===== config.mk =====
export PLATFORM = sky130hd
export DESIGN_NAME = mime_content_type_parser
export DESIGN_NICKNAME = d
export VERILOG_FILES = /design/src/hdl/mctp_pkg.sv /design/src/hdl/mctp_front.sv /design/src/hdl/mctp_back.sv /design/src/hdl/mime_content_type_parser.sv
export VERILOG_INCLUDE_DIRS = /design/src /design/src/hdl
export SDC_FILE = /design/constraint.sdc
export NUM_CORES = 1
export LEC_CHECK = 0
export ABC_AREA = 1
export BUFFER_PORTS_ARGS = -buffer_cell sky130_fd_sc_hd__buf_2
export CORE_ASPECT_RATIO = 0.5
export CORE_UTILIZATION = 60
export CTS_CLUSTER_SIZE = 12
export DETAILED_ROUTE_END_ITERATION = 10
export GPL_TIMING_DRIVEN = 0
export PLACE_DENSITY = 0.89
export SLEW_MARGIN = 10
export SYNTH_ARGS = -nofsm -noshare
export SYNTH_HDL_FRONTEND = slang
export SYNTH_SLANG_ARGS = --single-unit

===== constraint.sdc =====
create_clock -name clk -period 2.1 [get_ports clk]
set_input_delay 0.63 -clock clk [delete_from_list [all_inputs] [get_ports clk]]
set_output_delay 0.63 -clock clk [all_outputs]
set_load 0.01 [all_outputs]

===== src/hdl/mime_content_type_parser_defines.svh =====
// assertion macros for the content-type parser
`ifndef MIME_CONTENT_TYPE_PARSER_DEFINES_SVH
`define MIME_CONTENT_TYPE_PARSER_DEFINES_SVH

// checked on every rising edge outside reset
`define MCTP_ASSERT(lbl, prop, msg) \
	lbl: assert property (@(posedge clk) disable iff (!arst_n) prop) else $error(msg);

// condition that must never be true outside reset
`define MCTP_NEVER(lbl, cond, msg) \
	lbl: assert property (@(posedge clk) disable iff (!arst_n) !(cond)) else $error(msg);

`endif


===== src/hdl/mctp_pkg.sv =====
// types, codes and byte classification for the content-type parser
`default_nettype none
package mctp_pkg;

	typedef struct packed {
		logic [7:0] char_byte;
		logic       final_byte;
	} in_word_t;

	typedef struct packed {
		logic [7:0] data_byte;
		logic [2:0] byte_role;
		logic       field_start;
		logic       failed;
		logic       accepted;
		logic       end_of_header;
	} out_word_t;

	typedef struct packed {
		logic tok;
		logic ws;
		logic slash;
		logic semi;
		logic eq;
		logic quote;
		logic bslash;
	} class_t;

	typedef struct packed {
		in_word_t word;
		class_t   cls;
	} cls_word_t;

	localparam int unsigned QDEPTH = 4;
	localparam int unsigned QAW    = $clog2(QDEPTH);

	localparam logic [3:0] PH_MEDIA_FIRST = 4'd0;
	localparam logic [3:0] PH_MEDIA       = 4'd1;
	localparam logic [3:0] PH_SUB_FIRST   = 4'd2;
	localparam logic [3:0] PH_SUB         = 4'd3;
	localparam logic [3:0] PH_AFTER_VAL   = 4'd4;
	localparam logic [3:0] PH_AFTER_SEMI  = 4'd5;
	localparam logic [3:0] PH_NAME        = 4'd6;
	localparam logic [3:0] PH_AFTER_EQ    = 4'd7;
	localparam logic [3:0] PH_VAL_TOK     = 4'd8;
	localparam logic [3:0] PH_QUOTE_FIRST = 4'd9;
	localparam logic [3:0] PH_QUOTE       = 4'd10;
	localparam logic [3:0] PH_QESC_FIRST  = 4'd11;
	localparam logic [3:0] PH_QESC        = 4'd12;
	localparam logic [3:0] PH_ERROR       = 4'd13;

	localparam logic [2:0] ROLE_MEDIA  = 3'd0;
	localparam logic [2:0] ROLE_SUB    = 3'd1;
	localparam logic [2:0] ROLE_NAME   = 3'd2;
	localparam logic [2:0] ROLE_VALUE  = 3'd3;
	localparam logic [2:0] ROLE_SYNTAX = 3'd4;

	localparam logic [7:0] CH_SPACE  = 8'h20;
	localparam logic [7:0] CH_TAB    = 8'h09;
	localparam logic [7:0] CH_DEL    = 8'h7f;
	localparam logic [7:0] CH_SLASH  = 8'h2f;
	localparam logic [7:0] CH_SEMI   = 8'h3b;
	localparam logic [7:0] CH_EQ     = 8'h3d;
	localparam logic [7:0] CH_QUOTE  = 8'h22;
	localparam logic [7:0] CH_BSLASH = 8'h5c;

	function automatic class_t classify(input logic [7:0] c);
		class_t r;
		r.tok    = (c > CH_SPACE) && (c < CH_DEL) &&
			!(c inside {8'h28, 8'h29, 8'h3c, 8'h3e, 8'h40, 8'h2c, CH_SEMI, 8'h3a,
				CH_BSLASH, CH_QUOTE, CH_SLASH, 8'h5b, 8'h5d, 8'h3f, CH_EQ});
		r.ws     = (c == CH_SPACE) || (c == CH_TAB);
		r.slash  = (c == CH_SLASH);
		r.semi   = (c == CH_SEMI);
		r.eq     = (c == CH_EQ);
		r.quote  = (c == CH_QUOTE);
		r.bslash = (c == CH_BSLASH);
		return r;
	endfunction

endpackage
`default_nettype wire


===== src/hdl/mctp_front.sv =====
// front end: byte classification and the word queue towards the parser
`default_nettype none
module mctp_front (
	input  wire                 clk,
	input  wire                 arst_n,
	input  wire                 push,
	output logic                full,
	input  mctp_pkg::in_word_t  item,
	output logic                q_valid,
	input  wire                 q_take,
	output mctp_pkg::cls_word_t q_word
);
	import mctp_pkg::*;

	cls_word_t        mem_q [QDEPTH];
	logic [QAW-1:0]   wr_q;
	logic [QAW-1:0]   rd_q;
	logic [QAW:0]     cnt_q;
	logic             wr_en;
	logic             rd_en;

	assign full    = (cnt_q == (QAW+1)'(QDEPTH));
	assign q_valid = (cnt_q != '0);
	assign wr_en   = push && !full;
	assign rd_en   = q_take && q_valid;
	assign q_word  = mem_q[rd_q];

	always_ff @(posedge clk or negedge arst_n) begin
		if (!arst_n) begin
			wr_q  <= '0;
			rd_q  <= '0;
			cnt_q <= '0;
		end else begin
			if (wr_en)
				wr_q <= wr_q + 1'b1;
			if (rd_en)
				rd_q <= rd_q + 1'b1;
			if (wr_en && !rd_en)
				cnt_q <= cnt_q + 1'b1;
			else if (!wr_en && rd_en)
				cnt_q <= cnt_q - 1'b1;
		end
	end

	always_ff @(posedge clk) begin
		if (wr_en) begin
			mem_q[wr_q].word <= item;
			mem_q[wr_q].cls  <= classify(item.char_byte);
		end
	end

endmodule
`default_nettype wire


===== src/hdl/mctp_back.sv =====
// back end: parse state machine and result register
`default_nettype none
`include "mime_content_type_parser_defines.svh"
module mctp_back (
	input  wire                 clk,
	input  wire                 arst_n,
	input  wire                 q_valid,
	output logic                q_take,
	input  mctp_pkg::cls_word_t q_word,
	output logic                empty,
	input  wire                 pop,
	output mctp_pkg::out_word_t result
);
	import mctp_pkg::*;

	logic [3:0] phase_q;
	logic       out_v_q;
	out_word_t  out_q;
	logic [3:0] nx;
	logic [3:0] nx_fin;
	logic [2:0] role;
	logic       start;
	logic       failed;
	logic       complete;
	logic       load;
	class_t     c;

	assign c      = q_word.cls;
	assign load   = q_valid && (!out_v_q || pop);
	assign q_take = load;
	assign empty  = !out_v_q;
	assign result = out_q;

	always_comb begin
		nx    = PH_ERROR;
		role  = ROLE_SYNTAX;
		start = 1'b0;
		case (phase_q)
			PH_MEDIA_FIRST: begin
				if (c.tok) begin
					nx = PH_MEDIA; role = ROLE_MEDIA; start = 1'b1;
				end
			end
			PH_MEDIA: begin
				if (c.tok) begin
					nx = PH_MEDIA; role = ROLE_MEDIA;
				end else if (c.slash)
					nx = PH_SUB_FIRST;
			end
			PH_SUB_FIRST: begin
				if (c.tok) begin
					nx = PH_SUB; role = ROLE_SUB; start = 1'b1;
				end
			end
			PH_SUB, PH_VAL_TOK: begin
				if (c.tok) begin
					nx   = phase_q;
					role = (phase_q == PH_SUB) ? ROLE_SUB : ROLE_VALUE;
				end else if (c.ws)
					nx = PH_AFTER_VAL;
				else if (c.semi)
					nx = PH_AFTER_SEMI;
			end
			PH_AFTER_VAL: begin
				if (c.ws)
					nx = PH_AFTER_VAL;
				else if (c.semi)
					nx = PH_AFTER_SEMI;
			end
			PH_AFTER_SEMI: begin
				if (c.ws)
					nx = PH_AFTER_SEMI;
				else if (c.tok) begin
					nx = PH_NAME; role = ROLE_NAME; start = 1'b1;
				end
			end
			PH_NAME: begin
				if (c.tok) begin
					nx = PH_NAME; role = ROLE_NAME;
				end else if (c.eq)
					nx = PH_AFTER_EQ;
			end
			PH_AFTER_EQ: begin
				if (c.ws)
					nx = PH_AFTER_EQ;
				else if (c.quote)
					nx = PH_QUOTE_FIRST;
				else if (c.tok) begin
					nx = PH_VAL_TOK; role = ROLE_VALUE; start = 1'b1;
				end
			end
			PH_QUOTE_FIRST, PH_QUOTE: begin
				if (c.quote)
					nx = PH_AFTER_VAL;
				else if (c.bslash)
					nx = (phase_q == PH_QUOTE_FIRST) ? PH_QESC_FIRST : PH_QESC;
				else begin
					nx    = PH_QUOTE;
					role  = ROLE_VALUE;
					start = (phase_q == PH_QUOTE_FIRST);
				end
			end
			PH_QESC_FIRST, PH_QESC: begin
				nx    = PH_QUOTE;
				role  = ROLE_VALUE;
				start = (phase_q == PH_QESC_FIRST);
			end
			default: begin
				nx = PH_ERROR;
			end
		endcase
	end

	assign complete = nx inside {PH_SUB, PH_AFTER_VAL, PH_AFTER_SEMI, PH_VAL_TOK};
	assign failed   = (nx == PH_ERROR) || (q_word.word.final_byte && !complete);
	assign nx_fin   = q_word.word.final_byte ? PH_MEDIA_FIRST : nx;

	always_ff @(posedge clk or negedge arst_n) begin
		if (!arst_n) begin
			phase_q <= PH_MEDIA_FIRST;
			out_v_q <= 1'b0;
		end else begin
			if (load) begin
				phase_q <= nx_fin;
				out_v_q <= 1'b1;
			end else if (pop)
				out_v_q <= 1'b0;
		end
	end

	always_ff @(posedge clk) begin
		if (load) begin
			out_q.data_byte     <= q_word.word.char_byte;
			out_q.byte_role     <= role;
			out_q.field_start   <= start;
			out_q.failed        <= failed;
			out_q.accepted      <= q_word.word.final_byte && !failed;
			out_q.end_of_header <= q_word.word.final_byte;
		end
	end

	`MCTP_ASSERT(a_restart, (load && q_word.word.final_byte) |=> (phase_q == PH_MEDIA_FIRST), "parse did not restart after last word")
	`MCTP_NEVER(a_acc_ok, out_v_q && out_q.accepted && (out_q.failed || !out_q.end_of_header), "accepted without a clean last word")
	`MCTP_NEVER(a_start_role, out_v_q && out_q.field_start && (out_q.byte_role == ROLE_SYNTAX), "field start on a syntax word")
	`MCTP_ASSERT(a_hold, (out_v_q && !pop) |=> (out_v_q && $stable(out_q)), "waiting result changed")

endmodule
`default_nettype wire


===== src/hdl/mime_content_type_parser.sv =====
// top level of the content-type header parser
// Takes one header byte per push with a last-byte mark and returns one tagged result word per
// byte, in order. Sustained rate is one byte per clock while results are popped at once: the
// front end classifies each byte and parks it in a four-word queue, the back end advances the
// parse state machine once per byte and holds the result in an output register that refills in
// the same cycle it is popped if a word is queued. Bytes pass the queue, then the output register.
// Errors stay set until the last byte, after which the parse starts again from the media type.
`default_nettype none
module mime_content_type_parser (
	input  wire                 clk,
	input  wire                 arst_n,
	input  wire                 push,
	output logic                full,
	input  mctp_pkg::in_word_t  item,
	output logic                empty,
	input  wire                 pop,
	output mctp_pkg::out_word_t result
);
	import mctp_pkg::*;

	logic      q_valid;
	logic      q_take;
	cls_word_t q_word;

	mctp_front u_front (
		.clk     (clk),
		.arst_n  (arst_n),
		.push    (push),
		.full    (full),
		.item    (item),
		.q_valid (q_valid),
		.q_take  (q_take),
		.q_word  (q_word)
	);

	mctp_back u_back (
		.clk     (clk),
		.arst_n  (arst_n),
		.q_valid (q_valid),
		.q_take  (q_take),
		.q_word  (q_word),
		.empty   (empty),
		.pop     (pop),
		.result  (result)
	);

endmodule
`default_nettype wire

==> summary.log, run 1 <==
[logic_synthesis] area of the mapped netlist 0.00441 sq mm
[sta] pins over their slew limit 0
[drt] met2 layer wire length in the routed design 5090 um
[global_routing] largest net degree at the start of global routing 24
[logic_synthesis] number of synthesis warnings 0
[floorplan] area enclosed by the die boundary 0.00772 sq mm
[drt] detailed-route wire length 10,400 um
[pwr] part of the total power dissipated in combinational logic 45.1%
[clock_tree] clock tree buffer depth 2
[worst_setup_path] series of cell instances along the critical path buf_6 > inv_6 > nand2_1 > nand3_1 > nand2_2 > inv_2 > nor2_1 > nand2_2 > nand2_1 > nor2_1 > nand2_1 > inv_1 > nand4_1 > nand2_2 > nor2_2
[sta] number of setup violations in the final report 0
[worst_setup_path] required time of the critical path 2.20 ns
[drt] Detail Route Antenna Nets 0
[worst_setup_path] slowest cell on the critical path sky130_fd_sc_hd__dfrtp_1
[worst_setup_path] Max FO, Critical Path 8
[floorplan] io pins 30
[worst_setup_path] source of the worst register-to-register timing path u_front.rd_q[0]
[floorplan] core footprint 0.00688 sq mm
[clock_tree] CTS root buf sky130_fd_sc_hd__clkbuf_16
[worst_hold_path] class of the most critical hold timing path primary input to async pin
[run_status] run status completed
[worst_setup_path] endpoint class of the critical path flop
[placed_design] placement-stage worst setup slack -0.529 ns
[sta] number of failing hold endpoints at the final stage 0
[logic_synthesis] flip-flop and latch count after synthesis 91
[placed_design] number of buffer cells added on primary ports 29
[layout] net count of the finished layout 507
[drt] drt via density 5.89
[pwr] total power divided by cell area 1570 mW/mm^2
[worst_setup_path] highest cell delay on the worst timing path 0.40 ns
[layout] Fill cells 433
[logic_synthesis] count of flip-flops with a built-in enable after synthesis 79
[drt] metal3 WL 1020 um
[logic_synthesis] Yosys top cell by area sky130_fd_sc_hd__edfxtp_1
[sta] share of the clock period used by the worst path after layout 99.3%
[worst_setup_path] start-to-end type of the worst setup path flop to flop
[logic_synthesis] top post-synthesis cells by area sky130_fd_sc_hd__edfxtp_1 54%, sky130_fd_sc_hd__nand2_1 7.8%, sky130_fd_sc_hd__dfrtp_1 6.8%
[floorplan] floorplan die width 123 um
[sta] Setup Skew 0.00365 ns
[pwr] Switching Share 40.7%
[drt] detailed-routing iteration count for the pre-antenna-repair pass 5
[global_routing] vias in the first global route 3,354
[pwr] design internal power 0.00480 W
[placed_design] RePlAce Congestion 0.982
[floorplan] number of placement rows 21
[logic_synthesis] Post-Synthesis Cells 439
[sta] Worst Hold Margin 0.169 ns
[clock_tree] hold buffer count at cts 0
[drt] # DRC 0
[clock_tree] clock slew at the register clock pins of the worst setup and hold paths 0.06 ns
[clock_tree] deepest level of the CTS H-tree 3
[worst_setup_path] Critical Path AT 2.18 ns
[sta] highest achievable clock rate 0.480 GHz
[clock_tree] number of CTS-inserted buffers 9
[sta] transition time of the tightest slew-check pin 0.584 ns
[pwr] sequential fraction of design power 34.8%
[global_routing] grt ovf 0
[sta] shortest period the worst path allows 2.08 ns
[clock_tree] CTS Sinks 91
[logic_synthesis] top flip-flop cell by instance count after synthesis sky130_fd_sc_hd__edfxtp_1
[worst_setup_path] startpoint kind of the worst setup timing path flop
[logic_synthesis] share of the yosys chip area belonging to registers 60.6%
[drt] length of routed wiring on met1 4010 um
[floorplan] initial standard-cell utilization of the core 64.0%
[logic_synthesis] share of flip-flops with an asynchronous set or reset 13.2%
[sta] setup ws final 0.0151 ns
[drt] detailed-route via count 3,446
[sta] Max transition margin 61.0%
[pwr] Leakage Power 2.16 nW
[pwr] Sw Pwr 0.00330 W
[logic_synthesis] Synth top area share 53.8%
[clock_tree] worst-skew pair later-pin latency 0.34 ns
[worst_setup_path] origin of the worst setup path u_front.rd_q[0]
[placed_design] Detailed Place HPWL 6700 um
[layout] fraction of final layout cells with drive strength greater than 1 23.3%
[logic_synthesis] number of nets produced by synthesis 458
[drt] 1st-iter DRT viols 406
[global_routing] global-route wire length before repair 16,300 um
[drt] wire per inst 17.8 um
[global_routing] GR Util All Layers 28.6%
[logic_synthesis] number of unique standard cell types used by synthesis 40
[worst_setup_path] Register-to-Register Path Depth 15
[floorplan] die boundary height 62.6 um
[global_routing] initial antenna violation count 0
[job] number of max-capacitance violations reported 0
[pwr] peak ir drop on the vdd network 0.953 mV
[drt] highest routed layer met4
[logic_synthesis] Avg Synthesized Cell Area 10.0 sq um
[layout] growth of design area from synthesis to finish 17.1%
[clock_tree] CTS tree yes
[layout] count of inserted antenna diode cells 0
[pwr] PnR Total Power 0.00810 W
[pwr] portion of total power attributed to the clock network 20.1%
## metrics by stage
stage / cells / utilization (%) / TNS (ns) / cell area, sq um
finish: 585 / 75.0 / 0 / 5160
CTS: 579 / 73.2 / 0 / 5040
detailed placement: 564 / 68.7 / -12.08 / 4730
global placement: 560 / 67.8 / -49.24 / 4670
global route: 585 / 75.0 / -0.189 / 5160
floorplan: 439 / - / -0.132 / 4410
## critical path, delay by kind of cell, from the launching register on
family,cells,cell delay [ns]
buf+inv,4,0.46
flops,1,0.40
simple gates,11,0.97
## power by group through the flow
| stage | clock (W) | sequential [W] | combinational (W) |
|---|---|---|---|
| 2_1_floorplan | 0 | 0.00288 | 0.00227 |
| 4_1_cts | 0.00163 | 0.00281 | 0.00336 |
| 3_3_place_gp | 0 | 0.00281 | 0.00313 |
| 6_report | 0.00163 | 0.00282 | 0.00365 |
| 3_5_place_dp | 0 | 0.00283 | 0.00329 |
| 5_1_grt | 0.00172 | 0.00287 | 0.00399 |
## path summary, 6_finish.rpt
check,endpoint,slack [ns]
setup / recovery,u_back.result[1],0.02
hold / removal,u_back.phase_q[3],0.17
setup reg to reg,u_back.result[1],0.02
hold reg to reg,u_front.wr_q[0],0.54
max in group asynchronous,u_front.cnt_q[0],1.70
min in group clk,u_front.mem_q[2][7],0.51
## Yosys cell counts (4+ instances only)
cell and count:
sky130_fd_sc_hd__nor3_1 4, sky130_fd_sc_hd__ha_1 5, sky130_fd_sc_hd__nand2_1 92, sky130_fd_sc_hd__inv_2 6
sky130_fd_sc_hd__a21oi_1 5, sky130_fd_sc_hd__nand3_2 5, sky130_fd_sc_hd__o22ai_1 10, sky130_fd_sc_hd__edfxtp_1 79
sky130_fd_sc_hd__inv_1 31, sky130_fd_sc_hd__nand4_1 5, sky130_fd_sc_hd__nor2_1 72, sky130_fd_sc_hd__nand3_1 32
sky130_fd_sc_hd__dfrtp_1 12, sky130_fd_sc_hd__o21ai_0 26, sky130_fd_sc_hd__nand2_2 13, sky130_fd_sc_hd__buf_6 5
## cell usage in the layout (no fill, tap or decap), types with 8 or more instances in the layout
| master | n |
|---|---|
| sky130_fd_sc_hd__nand2_1 | 89 |
| sky130_fd_sc_hd__edfxtp_1 | 79 |
| sky130_fd_sc_hd__nor2_1 | 66 |
| sky130_fd_sc_hd__inv_1 | 30 |
| sky130_fd_sc_hd__nand3_1 | 30 |
| sky130_fd_sc_hd__buf_2 | 30 |
| sky130_fd_sc_hd__o21ai_0 | 26 |
| sky130_fd_sc_hd__nand2_2 | 15 |
| sky130_fd_sc_hd__dfrtp_1 | 12 |
| sky130_fd_sc_hd__o22ai_1 | 10 |
| sky130_fd_sc_hd__clkbuf_16 | 10 |
| sky130_fd_sc_hd__nor2_2 | 9 |
| sky130_fd_sc_hd__buf_4 | 8 |
## what timing repair did
| action | CTS | global route |
|---|---|---|
| endpoints found under the setup margin | 23 | 25 |
| setup buffers | 0 | 5 |
| gates resized for setup | 2 | 17 |
| pin swaps | 0 | 4 |
| gates cloned | 0 | 1 |
## metal layers
layer,global-route usage (%),up-vias
li1,-,1590
met1,37.6,1605
met2,46.2,217
met3,7.03,34
met4,10.4,0
met5,0,-
## cell type report
type	instances	area, sq um	area share [%]
inverters	40	169	3.27
well taps	92	115	2.23
repair buffers	39	260	5.04
clock inverters	6	73.8	1.43
clock buffers	10	229	4.44
multi-input cells	295	1540	29.8
plain buffers	12	106	2.06
flip-flops and latches	91	2670	51.8
## registers in the layout (all words and copies together), names as in the netlist
name            count
u_back.result      15
u_front.rd_q        2
u_back.out_v_q      1
u_front.wr_q        2
u_front.cnt_q       3
u_back.phase_q      4
u_front.mem_q      64
## cells by family (layout without fill, tap and decap cells)
family                   after synthesis  in the layout  synth area share [%]
AO/OA/AOI/OAI                         50             50                  6.58
XOR/XNOR                               4              4                 0.795
flip-flops                            91             91                  60.6
AND/OR/NAND/NOR                      234            234                  24.0
adder cells (fa/ha/maj)                6              6                  1.87
buffers and inverters                 53            107                  5.85
multiplexers                           1              1                 0.255
No activity file was read; power rests on OpenSTA's default activity.
==> inputs of run 2 (changes only) <==
--- a/config.mk
+++ b/config.mk
@@ -8,7 +8,8 @@
 export LEC_CHECK = 0
 export ABC_AREA = 1
 export BUFFER_PORTS_ARGS = -buffer_cell sky130_fd_sc_hd__buf_2
-export CORE_ASPECT_RATIO = 0.5
+export CORE_ASPECT_RATIO = 0.7
+export CORE_MARGIN = 2
 export CORE_UTILIZATION = 60
 export CTS_CLUSTER_SIZE = 12
 export DETAILED_ROUTE_END_ITERATION = 10
==> run 2 against run 1 <==
Sequential share of layout area rose by 1.3 points. Die area rose by 4.5%. Final area decreased by 2.4%. Worst hold slack lost 0.042 ns. Register-to-register slack better by 0.08 ns. Fmax increased by 3.9%. Wire length shrank 0.39%. Final cell count is 0.34% higher. Flip-flop and latch count unchanged. Critical endpoint unchanged.
==> summary.log, run 2 (synthesis results as in run 1) <==
[pwr] Switching Share 42.2%
[floorplan] area enclosed by the die boundary 0.00806 sq mm
[placed_design] RePlAce Congestion 0.975
[worst_setup_path] source of the worst register-to-register timing path u_front.rd_q[1]
[layout] count of inserted antenna diode cells 0
[pwr] total power divided by cell area 1530 mW/mm^2
[placed_design] number of buffer cells added on primary ports 29
[sta] Worst Hold Margin 0.127 ns
[floorplan] floorplan die width 106 um
[floorplan] initial standard-cell utilization of the core 61.1%
[worst_setup_path] start-to-end type of the worst setup path flop to flop
[global_routing] GR Util All Layers 27.0%
[pwr] sequential fraction of design power 36.3%
[worst_setup_path] worst flop-to-flop path endpoint u_back.result[1]
[layout] most frequent cells in the layout 90 x sky130_fd_sc_hd__nand2_1, 79 x sky130_fd_sc_hd__edfxtp_1, 64 x sky130_fd_sc_hd__nor2_1
[sta] setup ws final 0.0941 ns
[pwr] Sw Pwr 0.00325 W
[run_status] run status completed
[clock_tree] hold buffer count at cts 0
[worst_setup_path] series of cell instances along the critical path buf_6 > inv_4 > nand3_2 > nand2_2 > buf_6 > nand2_1 > nand2_1 > nand2_1 > nor2_1 > nand2_1 > inv_1 > nand4_1 > nand2_2 > nor2_2
[sta] unrepaired setup endpoints after global routing true
[worst_setup_path] Max FO, Critical Path 10
[pwr] Leakage Power 2.10 nW
[pwr] part of the total power dissipated in combinational logic 46.5%
[layout] most common cell after layout, fill and taps aside sky130_fd_sc_hd__nand2_1
[layout] multi-input gate area in the final layout 0.00155 sq mm
[layout] max reg flops 64
[global_routing] grt ovf 0
[clock_tree] deepest level of the CTS H-tree 3
[layout] final non-filler cell area 0.00504 sq mm
[sta] pins over their slew limit 0
[drt] Detail Route Antenna Nets 0
[layout] growth of design area from synthesis to finish 14.3%
[worst_setup_path] Critical Path AT 2.14 ns
[clock_tree] CTS root buf sky130_fd_sc_hd__clkbuf_8
[layout] register with the highest flop count u_front.mem_q
[drt] drt via density 5.74
[worst_setup_path] required time of the critical path 2.24 ns
[layout] net count of the finished layout 503
[placed_design] Post-Place Cell Area 0.00474 sq mm
[drt] detailed-route via count 3,372
[drt] # DRC 0
[clock_tree] CTS Sinks 91
[floorplan] io pins 30
[worst_setup_path] family with the most delay on the worst path simple AND/OR/NAND/NOR gates
[worst_setup_path] Reg2Reg Setup Slack 0.09 ns
[placed_design] Detailed Place HPWL 7210 um
[clock_tree] clock slew at the register clock pins of the worst setup and hold paths 0.09 ns
[worst_setup_path] slowest cell on the critical path sky130_fd_sc_hd__dfrtp_1
[clock_tree] clock tree buffer depth 2
[worst_hold_path] class of the most critical hold timing path primary input to async pin
[sta] Setup Skew 0.00884 ns
[drt] 1st-iter DRT viols 437
[global_routing] global-route wire length before repair 15,800 um
[worst_setup_path] highest cell delay on the worst timing path 0.38 ns
[sta] shortest period the worst path allows 2.01 ns
[clock_tree] CTS tree yes
[sta] share of the clock period used by the worst path after layout 95.5%
[drt] detailed-routing iteration count for the pre-antenna-repair pass 5
[sta] highest achievable clock rate 0.499 GHz
[layout] total area of sequential cells 0.00267 sq mm
[worst_setup_path] cell repeated most along the worst path sky130_fd_sc_hd__nand2_1
[sta] number of failing hold endpoints at the final stage 0
[pwr] peak ir drop on the vdd network 0.894 mV
[global_routing] initial antenna violation count 0
[clock_tree] number of CTS-inserted buffers 9
[global_routing] vias in the first global route 3,051
[placed_design] placement-stage worst setup slack -0.559 ns
[job] number of max-capacitance violations reported 0
[pwr] design internal power 0.00446 W
[clock_tree] worst-skew pair later-pin latency 0.37 ns
[layout] Fill cells 528
[sta] Max transition margin 57.5%
[worst_setup_path] Register-to-Register Path Depth 14
[drt] detailed-route wire length 10,400 um
[worst_setup_path] startpoint kind of the worst setup timing path flop
[pwr] portion of total power attributed to the clock network 17.2%
[sta] number of setup violations in the final report 0
[floorplan] die boundary height 75.7 um
[floorplan] number of placement rows 26
[sta] transition time of the tightest slew-check pin 0.633 ns
[global_routing] largest net degree at the start of global routing 24
[worst_setup_path] Crit path buffers/inverters 4
[worst_setup_path] endpoint class of the critical path flop
[drt] wire per inst 17.7 um
[floorplan] core footprint 0.00722 sq mm
[layout] fraction of final layout cells with drive strength greater than 1 23.3%
## run 2: repair_timing
action / CTS / global route
pin swaps: 0 / 2
buffers inserted: 0 / 1
setup endpoints to repair: 24 / 16
resized for setup: 3 / 16
## run 2: per-layer routing
layer / part of all wire [%] / track usage (%) / vias to the layer above / wire, um
li1: - / - / 1576 / -
met1: 44 / 38.9 / 1601 / 4550
met2: 45 / 42.2 / 183 / 4640
met3: 10 / 7.10 / 12 / 1080
met4: 1.0 / 5.77 / 0 / 105
met5: 0 / 0 / - / 0
## run 2: power groups by stage
stage | combinational, W | clock, W | sequential [W]
6_report | 0.00358 | 0.00132 | 0.00280
3_3_place_gp | 0.00320 | 0 | 0.00281
4_1_cts | 0.00343 | 0.00133 | 0.00279
3_5_place_dp | 0.00339 | 0 | 0.00283
5_1_grt | 0.00395 | 0.00139 | 0.00285
2_1_floorplan | 0.00227 | 0 | 0.00288
## run 2: per-stage QoR
stage	instances	utilization [%]	TNS, ns	power [W]
3_5_place_dp	570	65.7	-12.00	0.00622
5_1_grt	587	69.8	-0.0946	0.00819
3_3_place_gp	566	64.8	-48.88	0.00601
4_1_cts	586	68.9	0	0.00755
6_report	587	69.8	0	0.00771
2_1_floorplan	439	-	-0.132	0.00515
## run 2: worst max path at each step
stage	from	to	slack, ns	cells after the start
global route	u_back.phase_q[0]	u_back.result[1]	-0.05	16
global placement	push	u_front.mem_q[3][7]	-0.69	5
detailed placement	pop	u_back.phase_q[3]	-0.56	6
floorplan	push	u_front.mem_q[0][0]	-0.002	4
CTS	u_front.cnt_q[0]	u_front.cnt_q[2]	0.01	7
finish	u_front.rd_q[1]	u_back.result[1]	0.09	14
## run 2: worst register-to-register path, cell delays in order (launching register included)
cell	delay, ns
sky130_fd_sc_hd__dfrtp_1	0.38
sky130_fd_sc_hd__buf_6	0.15
sky130_fd_sc_hd__inv_4	0.13
sky130_fd_sc_hd__nand3_2	0.11
sky130_fd_sc_hd__nand2_2	0.14
sky130_fd_sc_hd__buf_6	0.16
sky130_fd_sc_hd__nand2_1	0.06
sky130_fd_sc_hd__nand2_1	0.05
sky130_fd_sc_hd__nand2_1	0.07
sky130_fd_sc_hd__nor2_1	0.10
sky130_fd_sc_hd__nand2_1	0.07
sky130_fd_sc_hd__inv_1	0.12
sky130_fd_sc_hd__nand4_1	0.11
sky130_fd_sc_hd__nand2_2	0.10
sky130_fd_sc_hd__nor2_2	0.03
## run 2: layout make-up
| cell class | count | area share (%) |
|---|---|---|
| Multi-Input combinational cell | 295 | 30.7 |
| Clock inverter | 7 | 1.96 |
| Inverter | 40 | 3.15 |
| Buffer | 13 | 2.08 |
| Sequential cell | 91 | 53.0 |
| Timing Repair Buffer | 34 | 4.14 |
| Tap cell | 98 | 2.43 |
| Clock buffer | 9 | 2.46 |
